<file path="src/hw/rtl/stable_max_priority_queue_macros.svh">
// Assertion macros for the stable max-priority queue.
`ifndef STABLE_MAX_PRIORITY_QUEUE_MACROS_SVH
`define STABLE_MAX_PRIORITY_QUEUE_MACROS_SVH

`ifndef SYNTHESIS

// Property that must hold at every clock edge outside reset.
`define SPQ_ASSERT_ALWAYS(label, prop, msg) \
  label: assert property (@(posedge clk) disable iff (!rst_n) (prop)) else $error(msg);

// Consequent that must hold in the cycle after the antecedent.
`define SPQ_ASSERT_NEXT(label, ante, cons, msg) \
  label: assert property (@(posedge clk) disable iff (!rst_n) (ante) |=> (cons)) \
    else $error(msg);

`else

`define SPQ_ASSERT_ALWAYS(label, prop, msg)
`define SPQ_ASSERT_NEXT(label, ante, cons, msg)

`endif

`endif

</file>
<file path="src/hw/rtl/spq_pkg.sv">
// Types, codes and constants shared by the priority queue modules.
`timescale 1ns / 1ps
`default_nettype none

package spq_pkg;

  localparam int SPQ_DEPTH = 64;

  localparam int REQ_W  = 2;
  localparam int TAG_W  = 16;
  localparam int PRIO_W = 32;
  localparam int STAT_W = 3;

  // Request codes; the unused fourth code behaves as a clear.
  localparam logic [REQ_W-1:0] REQ_INSERT = 2'd0;
  localparam logic [REQ_W-1:0] REQ_POP    = 2'd1;
  localparam logic [REQ_W-1:0] REQ_CLEAR  = 2'd2;

  localparam logic [STAT_W-1:0] ST_INSERTED = 3'd0;
  localparam logic [STAT_W-1:0] ST_POPPED   = 3'd1;
  localparam logic [STAT_W-1:0] ST_EMPTY    = 3'd2;
  localparam logic [STAT_W-1:0] ST_FULL     = 3'd3;
  localparam logic [STAT_W-1:0] ST_CLEARED  = 3'd4;

  // Command broadcast to every cell.
  localparam logic [1:0] OP_IDLE   = 2'd0;
  localparam logic [1:0] OP_INSERT = 2'd1;
  localparam logic [1:0] OP_POP    = 2'd2;
  localparam logic [1:0] OP_CLEAR  = 2'd3;

  typedef struct packed {
    logic [1:0]        op;
    logic [TAG_W-1:0]  tag;
    logic [PRIO_W-1:0] prio;
  } spq_cmd_t;

  typedef struct packed {
    logic              valid;
    logic [TAG_W-1:0]  tag;
    logic [PRIO_W-1:0] prio;
  } spq_entry_t;

  localparam spq_entry_t SPQ_NO_ENTRY = '{valid: 1'b0, tag: '0, prio: '0};

endpackage

`default_nettype wire

</file>
<file path="src/hw/rtl/spq_cell.sv">
// One cell of the sorted queue: holds one entry and trades with its neighbors.
`timescale 1ns / 1ps
`default_nettype none

module spq_cell import spq_pkg::*; (
  input  wire logic       clk,
  input  wire logic       rst_n,
  input  wire spq_cmd_t   cmd,
  input  wire spq_entry_t left_ent,
  input  wire logic       left_place,
  input  wire spq_entry_t right_ent,
  output spq_entry_t      ent,
  output logic            place
);

  logic              valid_r, valid_nxt;
  logic [TAG_W-1:0]  tag_r, tag_nxt;
  logic [PRIO_W-1:0] prio_r, prio_nxt;

  // A new entry lands ahead of this one only on strictly higher priority, so
  // equal priorities stay in arrival order.
  assign place = !valid_r || ($signed(cmd.prio) > $signed(prio_r));
  assign ent   = '{valid: valid_r, tag: tag_r, prio: prio_r};

  always_comb begin
    valid_nxt = valid_r;
    tag_nxt   = tag_r;
    prio_nxt  = prio_r;
    unique case (cmd.op)
      OP_IDLE: begin
      end
      OP_INSERT: begin
        if (left_place) begin
          valid_nxt = left_ent.valid;
          tag_nxt   = left_ent.tag;
          prio_nxt  = left_ent.prio;
        end else if (place) begin
          valid_nxt = 1'b1;
          tag_nxt   = cmd.tag;
          prio_nxt  = cmd.prio;
        end
      end
      OP_POP: begin
        valid_nxt = right_ent.valid;
        tag_nxt   = right_ent.tag;
        prio_nxt  = right_ent.prio;
      end
      OP_CLEAR: begin
        valid_nxt = 1'b0;
      end
      default: begin
      end
    endcase
  end

  always_ff @(posedge clk) begin
    if (!rst_n) begin
      valid_r <= 1'b0;
    end else begin
      valid_r <= valid_nxt;
    end
  end

  always_ff @(posedge clk) begin
    tag_r  <= tag_nxt;
    prio_r <= prio_nxt;
  end

endmodule

`default_nettype wire

</file>
<file path="config.mk">
export PLATFORM = sky130hd
export DESIGN_NAME = spq_cell
export DESIGN_NICKNAME = d
export VERILOG_FILES = /design/src/hw/rtl/stable_max_priority_queue_macros.svh /design/src/hw/rtl/spq_pkg.sv /design/src/hw/rtl/spq_cell.sv
export SDC_FILE = /design/constraint.sdc
export NUM_CORES = 1
export LEC_CHECK = 0
export ABC_AREA = 0
export BUFFER_PORTS_ARGS = -buffer_cell sky130_fd_sc_hd__buf_2
export CAP_MARGIN = 15
export CORE_MARGIN = 3
export CORE_UTILIZATION = 30
export CTS_BUF_LIST = sky130_fd_sc_hd__clkbuf_2 sky130_fd_sc_hd__clkbuf_4 sky130_fd_sc_hd__clkbuf_8
export DETAILED_ROUTE_END_ITERATION = 8
export HOLD_SLACK_MARGIN = 0.06
export PLACE_DENSITY = 0.69
export SYNTH_ARGS = -nofsm -noshare
export SYNTH_HDL_FRONTEND = slang
export SYNTH_SLANG_ARGS = --single-unit
</file>
<file path="constraint.sdc">
create_clock -name clk -period 5.9 [get_ports clk]
set_clock_uncertainty 0.15 [all_clocks]
set_input_delay 0.295 -clock clk [delete_from_list [all_inputs] [get_ports clk]]
set_output_delay 0.295 -clock clk [all_outputs]
set_load 0.01 [all_outputs]
</file>
==> impl_metrics.env, run 1 <==
export IMPL_outcome="complete, no violations"
export IMPL_synthFlopType="edfxtp_1"
export IMPL_crit_type="reg -> reg"
export IMPL_die_x_um=112
export IMPL_critPathArrivalTime_ns=3.03
export IMPL_cts_tree="built"
export IMPL_cts_sinks=49
export IMPL_num_fill_cells=1079
export IMPL_rr_startpoint="prio_r[21]$_DFFE_PP_"
export IMPL_synthCells=340
export IMPL_syn_area_per_cell_sq_um=9.91
export IMPL_synth_top_area_share=0.428
export IMPL_synth_area_sq_um=3370
export IMPL_reg2reg_depth=8
export IMPL_slew_violations=0
export IMPL_grt_overflow=0
export IMPL_ys_seq_area_frac=0.434
export IMPL_synth_compound_area_frac=0.135
export IMPL_nets=716
export IMPL_wl_per_cell_um=14.4
export IMPL_hold_class="in -> reg"
export IMPL_regToRegSetupSlack_ns=2.72
export IMPL_antenna_left=0
export IMPL_antenna_cells=0
export IMPL_ys_warn_count=0
export IMPL_avgViaCountPerCell=4.68
export IMPL_r2r_end="prio_r[28]$_DFFE_PP_"
export IMPL_worstPathCellList="inv_1 > ha_1 > nand4_1 > or4_4 > o41ai_2 > o311a_1 > a211o_2 > buf_12"
export IMPL_clk_pin_slew_worst_paths_ns=0.10
export IMPL_final_util=0.423
export IMPL_peakVddDrop_mv=0.0813
export IMPL_cts_resized=0
export IMPL_drive_above_1_share=0.401
export IMPL_synthMuxAreaShare=0.143
export IMPL_grt_pass1_wl_um=15000
export IMPL_port_buffers=200
export IMPL_finalSetupTns_ns=0
export IMPL_synthTopCellsByArea="edfxtp_1 43%, mux2i_1 14%, ha_1 12%"
export IMPL_power_leakage_nw=2.28
export IMPL_gp_congestion=0.820
export IMPL_seqCellArea_sq_um=1460
export IMPL_finalSetupViolCount=0
export IMPL_drt_iter0_drc=99
export IMPL_core_sq_um=10900
export IMPL_powerDensity_nw_per_um2=210
export IMPL_min_period_ns=3.18
export IMPL_period_share=0.539
export IMPL_grt_max_degree=98
export IMPL_crit_start="prio_r[21]$_DFFE_PP_"
export IMPL_rsz0062_at_grt="false"
export IMPL_cts_made_buffers=5
export IMPL_fmax_mhz=314
export IMPL_synth_xor_area_frac=0
export IMPL_yosys_area_share_simple=0.110
export IMPL_via_count=3151
export IMPL_grt_pass1_vias=3099
export IMPL_dp_hpwl_um=7600
export IMPL_slowest_stage="or4_4"
export IMPL_synth_distinct_cells=38
export IMPL_multi_input_area_sq_um=1710
export IMPL_critPathMaxFanout=26
export IMPL_syn2layout_area_growth_pct=36.7
export IMPL_synthAdderAreaFrac=0.119
export IMPL_synth_top_family_by_area="multiplexers"
export IMPL_track_usage=0.148
export IMPL_insertion_delay_ns=0.31
export IMPL_cts_root_buffer="clkbuf_8"
export IMPL_drc=0
export IMPL_antenna_found_initial=0
export IMPL_cts_buffer_depth=2
export IMPL_maxCapViolCount=0
export IMPL_worstMarginPinSlew_ns=0.905
export IMPL_synth_async_sr_flop_share=0
export IMPL_htreeDepth=2
export IMPL_cp_end_kind="flip-flop"
export IMPL_die_area_sq_um=12500
export IMPL_initial_utilization=0.309
export IMPL_synthesis_nets=523
export IMPL_synth_largest_area_cell="edfxtp_1"
export IMPL_startpoint_type="flip-flop"
export IMPL_crit_required_ns=5.75
export IMPL_dieHeight_um=112
export IMPL_dr_pass1_iters=4
export IMPL_ys_seq_elements=49
export IMPL_top_level_ports=201
export IMPL_rows=38
export IMPL_routed_wl_um=9710
export IMPL_slew_headroom=0.397
export IMPL_synth_enable_flop_cells=48
export IMPL_worst_path_largest_cell_delay_ns=0.58
export IMPL_cp_endpoint="prio_r[28]$_DFFE_PP_"
export IMPL_hold_violations=0
-- how the worst min path moves through the flow --
| stage | depth (start not counted) | start | slack (ns) | end |
|---|---|---|---|---|
| 2_1_floorplan | 1 | rst_n | 0.27 | valid_r$_SDFFE_PN0P_ |
| 3_3_place_gp | 2 | rst_n | 0.35 | valid_r$_SDFFE_PN0P_ |
| 3_5_place_dp | 2 | rst_n | 0.35 | valid_r$_SDFFE_PN0P_ |
| 4_1_cts | 3 | right_ent[5] | 0.10 | prio_r[5]$_DFFE_PP_ |
| 5_1_grt | 3 | right_ent[10] | 0.12 | prio_r[10]$_DFFE_PP_ |
| 6_report | 3 | right_ent[5] | 0.11 | prio_r[5]$_DFFE_PP_ |
-- cells in the mapped netlist, types with 2 or more instances --
library cell / number
a211oi_1: 4
a21oi_1: 8
and2_1: 2
buf_1: 3
buf_2: 2
clkbuf_1: 12
edfxtp_1: 48
ha_1: 32
inv_1: 34
mux2i_1: 48
nand2_1: 54
nand3b_1: 2
nand4_1: 7
nor2_1: 4
nor2b_1: 3
o211ai_1: 2
o21ai_0: 6
o21ai_1: 49
-- cells in the final DEF (no fill, tap or decap), types with 2 or more instances in the layout --
cell	synthesis	routed
a211oi_1	4	4
a21oi_1	8	8
clkinv_1	0	2
mux2i_1	48	48
ha_1	32	32
o21ai_1	49	49
o211ai_1	2	2
nand3b_1	2	2
inv_1	34	34
clkbuf_8	0	5
buf_4	1	2
nor2b_1	3	2
and2_1	2	2
edfxtp_1	48	48
nand4_1	7	7
nand2_1	54	54
buf_2	2	200
nor2_1	4	4
o21ai_0	6	6
-- layer usage --
metal  share of wire  up-vias  track usage  routed length [um]
met3           0.067        7       0.0337                 653
li1                -     1611            -                   -
met5               0        -            0                   0
met4          0.0059        0       0.0232                  57
met1            0.41     1428        0.173                3970
met2            0.52      105        0.278                5030
-- stage by stage --
stage / instance area [sq um] / hold WS (ns) / instances / worst slack (ns) / power, mW
after floorplan: 3370 / 0.267 / 340 / 2.44 / 0.635
after global placement: 4490 / 0.348 / 664 / 2.51 / 0.767
after global routing: 4610 / 0.121 / 674 / 2.51 / 1.03
after detailed placement: 4490 / 0.354 / 664 / 2.46 / 0.777
after CTS: 4590 / 0.104 / 673 / 2.49 / 0.975
final: 4610 / 0.110 / 674 / 2.72 / 0.965
-- layout make-up --
class                      instances  share of cell area
inverter                          34              0.0277
tap                              140              0.0380
multi-input combinational        239               0.372
timing repair buffer             204               0.227
clock inverter                     3             0.00272
sequential                        49               0.317
clock buffer                       5              0.0149
-- worst max-delay path, delay by kind of cell (launching register included) --
kind                       cells  cell delay, ns
AOI/OAI and AO/OA              3            1.03
buffers and inverters          2            0.32
DFF                            1            0.36
and+or+nand+nor                2            0.74
adders and majority gates      1            0.29
-- report_power, final --
part	leakage (nW)	internal, mW	switching (mW)	total (mW)
logic	1.75	0.139	0.170	0.308
registers	0.487	0.442	0.0181	0.460
clock network	0.0430	0.0803	0.117	0.197
total	2.28	0.661	0.304	0.965
-- repair_timing --
item	4_1_cts	5_1_grt
endpoints found under the hold margin	1	0
hold buffers	1	0
buffers inserted	0	0
-- cells by family (layout without fill, tap and decap cells) --
kind of cell,after synthesis,after routing
AO/OA/AOI/OAI,79,79
adder cells (fa/ha/maj),32,32
buffers and inverters,52,246
flip-flops,49,49
multiplexers,48,48
AND/OR/NAND/NOR,80,80
-- registers in the layout, summed over array words and instances (netlist names) --
name / count
valid_r: 1
prio_r: 32
tag_r: 16
Power figures use the tool's default switching activity.
==> run 2, diff against run 1 <==
==> constraint.sdc (replaced) <==
create_clock -name clk -period 3.3 [get_ports clk]
set_clock_uncertainty 0.15 [all_clocks]
set_input_delay 0.165 -clock clk [delete_from_list [all_inputs] [get_ports clk]]
set_output_delay 0.165 -clock clk [all_outputs]
set_load 0.01 [all_outputs]
==> impl_metrics.env, run 2 (synthesis results as in run 1) <==
export IMPL_cts_buffer_depth=2
export IMPL_port_buffers=200
export IMPL_antenna_cells=0
export IMPL_antenna_left=0
export IMPL_reg2reg_depth=8
export IMPL_core_sq_um=10900
export IMPL_startpoint_type="flip-flop"
export IMPL_largest_reg_flops=32
export IMPL_finalSetupTns_ns=0
export IMPL_largest_register="prio_r"
export IMPL_rr_startpoint="prio_r[22]$_DFFE_PP_"
export IMPL_crit_start="prio_r[22]$_DFFE_PP_"
export IMPL_powerDensity_nw_per_um2=358
export IMPL_htreeDepth=2
export IMPL_cts_root_buffer="clkbuf_8"
export IMPL_cts_made_buffers=5
export IMPL_slew_headroom=0.412
export IMPL_syn2layout_area_growth_pct=54.0
export IMPL_peakVddDrop_mv=0.160
export IMPL_critPathMaxFanout=40
export IMPL_cts_tree="built"
export IMPL_fmax_mhz=338
export IMPL_clk_pin_slew_worst_paths_ns=0.10
export IMPL_ctsHoldBuffers=57
export IMPL_r2r_end="prio_r[29]$_DFFE_PP_"
export IMPL_grt_pass1_wl_um=16800
export IMPL_critPathArrivalTime_ns=2.80
export IMPL_die_area_sq_um=12500
export IMPL_drive_above_1_share=0.365
export IMPL_rsz0062_at_grt="false"
export IMPL_final_cell_mix="200 x buf_2, 57 x dlygate4sd3_1, 54 x nand2_1"
export IMPL_via_count=3429
export IMPL_top_level_ports=201
export IMPL_grt_overflow=0
export IMPL_final_util=0.477
export IMPL_drc=0
export IMPL_nets=772
export IMPL_worstMarginPinSlew_ns=0.882
export IMPL_whs_endpoint="prio_r[31]$_DFFE_PP_"
export IMPL_rows=38
export IMPL_cp_end_kind="flip-flop"
export IMPL_gp_congestion=0.823
export IMPL_maxCapViolCount=0
export IMPL_hold_violations=0
export IMPL_drt_iter0_drc=102
export IMPL_antenna_found_initial=0
export IMPL_layout_commonest_cell="buf_2"
export IMPL_avgViaCountPerCell=4.70
export IMPL_grt_max_degree=98
export IMPL_regToRegSetupSlack_ns=0.34
export IMPL_slew_violations=0
export IMPL_whs_path_depth=3
export IMPL_period_share=0.897
export IMPL_dp_hpwl_um=7920
export IMPL_grt_pass1_vias=3687
export IMPL_cts_resized=0
export IMPL_initial_utilization=0.309
export IMPL_wl_per_cell_um=14.7
export IMPL_routed_wl_um=10700
export IMPL_finalSetupViolCount=0
export IMPL_min_from="right_ent[31]"
export IMPL_dieHeight_um=112
export IMPL_dr_pass1_iters=4
export IMPL_outcome="complete, no violations"
export IMPL_hold_class="in -> reg"
export IMPL_crit_type="reg -> reg"
export IMPL_cts_sinks=49
export IMPL_top_regs="prio_r x32, tag_r x16, valid_r x1"
export IMPL_power_leakage_nw=2.53
export IMPL_postCtsSetupBuffers=0
export IMPL_die_x_um=112
export IMPL_num_fill_cells=1025
export IMPL_insertion_delay_ns=0.30
export IMPL_track_usage=0.165
export IMPL_crit_required_ns=3.14
export IMPL_min_period_ns=2.96
## run 2: cell type report
cell class,instances,area (sq um),area share
Multi-Input combinational cell,239,1710,0.330
Clock buffer,5,68.8,0.0133
Sequential cell,49,1460,0.282
Timing Repair Buffer,260,1610,0.310
Inverter,34,128,0.0246
Tap cell,140,175,0.0338
Clock inverter,2,35.0,0.00675
## run 2: where the power goes
group	internal [mW]	total [mW]	switching, mW
Sequential	0.789	0.821	0.0312
Clock	0.221	0.420	0.199
Combinational	0.297	0.618	0.321
Total	1.31	1.86	0.551
## run 2: critical path, cell delays in order, from the launching register on
cell      delay (ns)
edfxtp_1        0.36
inv_1           0.05
ha_1            0.29
nand4_1         0.14
or4_4           0.57
o41ai_2         0.33
o311a_1         0.22
a211o_2         0.24
buf_12          0.28
## run 2: worst max-delay path by stage
stage | endpoint | slack, ns | cells after the start
2_1_floorplan | prio_r[0]$_DFFE_PP_ | 0.29 | 7
3_3_place_gp | prio_r[23]$_DFFE_PP_ | 0.41 | 8
5_1_grt | tag_r[1]$_DFFE_PP_ | 0.18 | 8
6_report | prio_r[29]$_DFFE_PP_ | 0.34 | 8
3_5_place_dp | tag_r[0]$_DFFE_PP_ | 0.36 | 8
4_1_cts | tag_r[0]$_DFFE_PP_ | 0.33 | 8
## run 2: routing by layer
layer	part of all wire	GRT usage	routed length [um]
met5	0	0	0
met1	0.39	0.182	4150
met4	0.026	0.0529	275
met3	0.065	0.0342	697
met2	0.52	0.314	5620
## run 2: per-stage QoR
stage	total power, mW	cell area, sq um	setup slack (ns)	std cells	hold slack, ns
3_5_place_dp	1.40	4510	0.357	665	0.220
5_1_grt	1.98	5190	0.181	729	0.0653
3_3_place_gp	1.38	4510	0.408	665	0.229
6_report	1.86	5190	0.340	729	0.0664
4_1_cts	1.88	5190	0.335	729	0.0602
2_1_floorplan	1.13	3370	0.286	340	0.137
